[src/rtl/bmb_ram.sv]
`timescale 1ns / 1ps
`default_nettype none
// ----------------------------------------------------------------------------
// bmb_ram
// Simple dual-port RAM, one write and one read port, registered read data.
// ----------------------------------------------------------------------------
module bmb_ram #(
  parameter int WIDTH = 8,
  parameter int DEPTH = 16
) (
  input  wire logic                     clk,
  input  wire logic                     we,
  input  wire logic [$clog2(DEPTH)-1:0] waddr,
  input  wire logic [WIDTH-1:0]         wdata,
  input  wire logic                     re,
  input  wire logic [$clog2(DEPTH)-1:0] raddr,
  output logic      [WIDTH-1:0]         rdata
);

  logic [WIDTH-1:0] mem [DEPTH];

  always_ff @(posedge clk) begin
    if (we) begin
      mem[waddr] <= wdata;
    end
    if (re) begin
      rdata <= mem[raddr];
    end
  end

endmodule
`default_nettype wire

[config.mk]
export PLATFORM = sky130hd
export DESIGN_NAME = bmb_ram
export DESIGN_NICKNAME = d
export VERILOG_FILES = /design/src/rtl/bmb_ram.sv
export SDC_FILE = /design/constraint.sdc
export NUM_CORES = 1
export LEC_CHECK = 0
export ABC_AREA = 1
export BUFFER_PORTS_ARGS = -buffer_cell sky130_fd_sc_hd__buf_4
export CORE_AREA = 2 2 133 135
export CTS_CLUSTER_DIAMETER = 60
export DETAILED_ROUTE_END_ITERATION = 16
export DIE_AREA = 0 0 135 137
export GPL_TIMING_DRIVEN = 0
export PLACE_DENSITY = 0.61
export SLEW_MARGIN = 15
export SYNTH_ARGS = -nofsm -noshare
export SYNTH_HDL_FRONTEND = slang
export SYNTH_SLANG_ARGS = --single-unit
[constraint.sdc]
create_clock -name clk -period 1.4 [get_ports clk]
set_input_delay 0.28 -clock clk [delete_from_list [all_inputs] [get_ports clk]]
set_output_delay 0.28 -clock clk [all_outputs]
set_load 0.005 [all_outputs]
=== After elaboration in Yosys (flattened, before gate mapping) ===
Memory sizes are Yosys's and may differ from the RTL's. A register that Yosys moved wholly into a read port is not among the register bits.
Index checks and enable logic that the tools add are counted.

* Mux-type cells: 2

{| class="wikitable"
|+ Operators by type and width
! cell !! number
|-
| 1-bit 2-to-1 mux || 2
|}

* Register bits: 0
* Bits in writable memories: 128
* Input bits: 19
* Output and inout port bits: 8
* Word-level logic and storage cells: 3
* Memories kept: 1

{| class="wikitable"
|+ Memories
! name !! depth !! bits a word !! read ports !! clocked after memory_dff !! write ports !! line !! RTL
|-
| mem || 16 || 8 || 1 || 1 || 1 || 20 || <nowiki>logic [WIDTH-1:0] mem [DEPTH];</nowiki>
|}

=== Longest topological paths before layout ===
* Depth in word-level cells: 2
* Mapped depth: 8

=== Least setup slack after synthesis ===
Ideal clock, no wire load.

* Path type: input to register
* Start point: input waddr[2]
* End point: memory mem[10][0] (enable)
* Setup time: 370 ps
* Arrival time: 861 ps
* Data required time: 1030 ps
* Slack: 169 ps
* Stages on the path: 2
* Buffers on the path: 0
* Cells stage by stage: nand3b_1 > nor2_1

{| class="wikitable"
|+ RTL lines
! what !! line !! RTL
|-
| start, declared || 13 || <nowiki>input wire logic [$clog2(DEPTH)-1:0] waddr,</nowiki>
|-
| end, declared || 20 ||
|}

Straight into the memory's write port.

=== Worst setup path after layout ===
* Start point: input waddr[3]
* End point: memory mem[4][1] (enable)

Straight into the memory's write port.

==> results.json <==
{
  "htree_num_levels": 4,
  "ir_drop_v": 0.000936,
  "cts.sinks": 136,
  "final_common_cell": "nand2_1",
  "routedWlPerCell_um": 16.9,
  "arrival_ns": 1.43,
  "die_area_um2": 18500,
  "post-route-drc-count": 0,
  "final_nets": 612,
  "drt_iter0_markers": 318,
  "r2r-start": "mem[11][1]",
  "avgSynthCellArea_um2": 10.6,
  "grt_pass1_vias": 3829,
  "hold_depth": 1,
  "start_util": 0.343,
  "max_freq_mhz": 719,
  "hold_end": "rdata[4]",
  "clock_latency_ns": 0.42,
  "antenna-diode-count": 0,
  "hold_viol_final": 0,
  "wl_met2_mm": 6.31,
  "fin_crit_sh": 0.993,
  "ff2ff_path_depth": 6,
  "antenna_found_initial": 0,
  "cp-end-kind": "flip-flop",
  "relSlewSlack": 0.363,
  "wl_mm": 14.0,
  "synth_nets": 570,
  "fin_skew_ns": 0.00584,
  "period_needed_ns": 1.39,
  "layout-drive-gt1-share": 0.129,
  "drtPass1Iterations": 5,
  "grt_overflow": 0,
  "ant_nets": 0,
  "num-fill-cells": 1655,
  "ff2ff_setup_slack_ns": 0.20,
  "run_status": "completed",
  "port_buffers": 23,
  "mostFrequentLayoutCells": "nand2_1 (173), edfxtp_1 (136), inv_1 (100)",
  "core-area_um2": 17100,
  "drt-met1-wl_mm": 6.21,
  "seq_area_frac_synth": 0.698,
  "synth_cell_types": 11,
  "grt_setup_unrepaired": "true",
  "grtUsageTotal": 0.163,
  "dr_wl_met3_mm": 1.14,
  "whs_ns": 0.133,
  "clk_pin_slew_ns": 0.05,
  "cts.repair.resized": 0,
  "finalMaxSlewViolations": 0,
  "critPathKind": "in2reg",
  "cts_buffers": 17,
  "post_drt_via_cell_ratio": 4.69,
  "worstPathMaxFanout": 8,
  "drv_cap": 0,
  "area_delta_synth_final_pct": 17.9,
  "cts_tree": "built",
  "cts_buffer_depth": 2,
  "rows": 48,
  "synth-warning-count": 0,
  "postLayoutCellArea_um2": 6890,
  "hold_start": "re",
  "worst_pin_slew_ns": 0.952,
  "grt_pass1_wl_mm": 21.6,
  "synth_seq_cells": 136,
  "place_area_um2": 6300,
  "hpwl_mm": 9.39,
  "reg2reg_to": "rdata[1]",
  "routed-via-count": 3897,
  "hold_buffers": 0,
  "syn_area_um2": 5850,
  "hold_class": "in2reg",
  "routed.top_layer": "met4",
  "die-width_um": 135,
  "root_buffer": "clkbuf_16",
  "post_cts_buffers": 0,
  "p_leak_nw": 2.92,
  "critPathLaunchType": "primary input",
  "worstPathRequired_ns": 1.44,
  "p_per_area_nw_per_um2": 1400,
  "synth_cells": 551,
  "grt_max_degree": 17,
  "gp_congestion": 0.932,
  "finalSetupViolCount": 0,
  "die_y_um": 137,
  "worstSetupStartpoint": "waddr[3]",
  "io_pins": 27
}
## final cells by class
class | instances | area (um2) | area share
Buffer | 24 | 166 | 0.0241
Clock buffer | 17 | 425 | 0.0617
Clock inverter | 15 | 160 | 0.0232
Inverter | 102 | 383 | 0.0556
Multi-Input combinational cell | 289 | 1220 | 0.177
Sequential cell | 136 | 4080 | 0.593
Tap cell | 225 | 282 | 0.0408
Timing Repair Buffer | 23 | 173 | 0.0251
## report_power, final
group	switching (W)	internal, W	total [W]
Combinational	0.000419	0.000194	0.000612
Clock	0.00164	0.00276	0.00440
Sequential	0.0000222	0.00459	0.00461
Total	0.00208	0.00754	0.00962
## registers in the layout, indices dropped and copies added (netlist names)
signal  count
mem       128
rdata       8
## through the flow
step / std cells / util / setup TNS (ns) / worst slack (ns) / power (W)
after floorplan: 551 / - / 0 / 0.169 / 0.00502
after global placement: 799 / 0.369 / -32.08 / -0.381 / 0.00529
after detailed placement: 799 / 0.369 / -36.60 / -0.416 / 0.00530
after CTS: 831 / 0.404 / 0 / 0.0266 / 0.00967
after global routing: 831 / 0.404 / -1.03 / -0.0705 / 0.00990
final: 831 / 0.404 / 0 / 0.00956 / 0.00962
## cells by family (layout without fill, tap and decap cells)
kind of cell / count (synthesis) / in the layout / synth area share
and+or+nand+nor: 289 / 289 / 0.208
DFF: 136 / 136 / 0.698
buffers and inverters: 126 / 181 / 0.0939
## critical path, stage by stage
cell and delay [ns]:
buf_4 0.12, nand3b_1 0.25, nor2_1 0.77
## cell usage after synthesis
| library cell | count | share of area |
|---|---|---|
| buf_2 | 13 | 0.011 |
| edfxtp_1 | 136 | 0.70 |
| nand3_1 | 97 | 0.083 |
| buf_6 | 6 | 0.012 |
| buf_1 | 1 | 0.00064 |
| nor2_1 | 17 | 0.011 |
| nand2_1 | 173 | 0.11 |
| nand3b_1 | 2 | 0.0026 |
| buf_4 | 4 | 0.0051 |
| inv_2 | 2 | 0.0013 |
| inv_1 | 100 | 0.064 |
## layer usage
| metal | vias to the layer above | track usage |
|---|---|---|
| met5 | - | 0 |
| met4 | 0 | 0.0822 |
| met3 | 24 | 0.0330 |
| met2 | 170 | 0.247 |
| met1 | 1834 | 0.224 |
| li1 | 1869 | - |
## how the worst max path moves through the flow
stage | slack, ns | end
after global routing | -0.07 | mem[5][0]
after floorplan | 0.17 | mem[10][0]
after global placement | -0.38 | mem[5][3]
after detailed placement | -0.42 | mem[4][3]
after CTS | 0.03 | mem[4][0]
final | 0.01 | mem[4][1]
No activity file was read; power rests on OpenSTA's default activity.
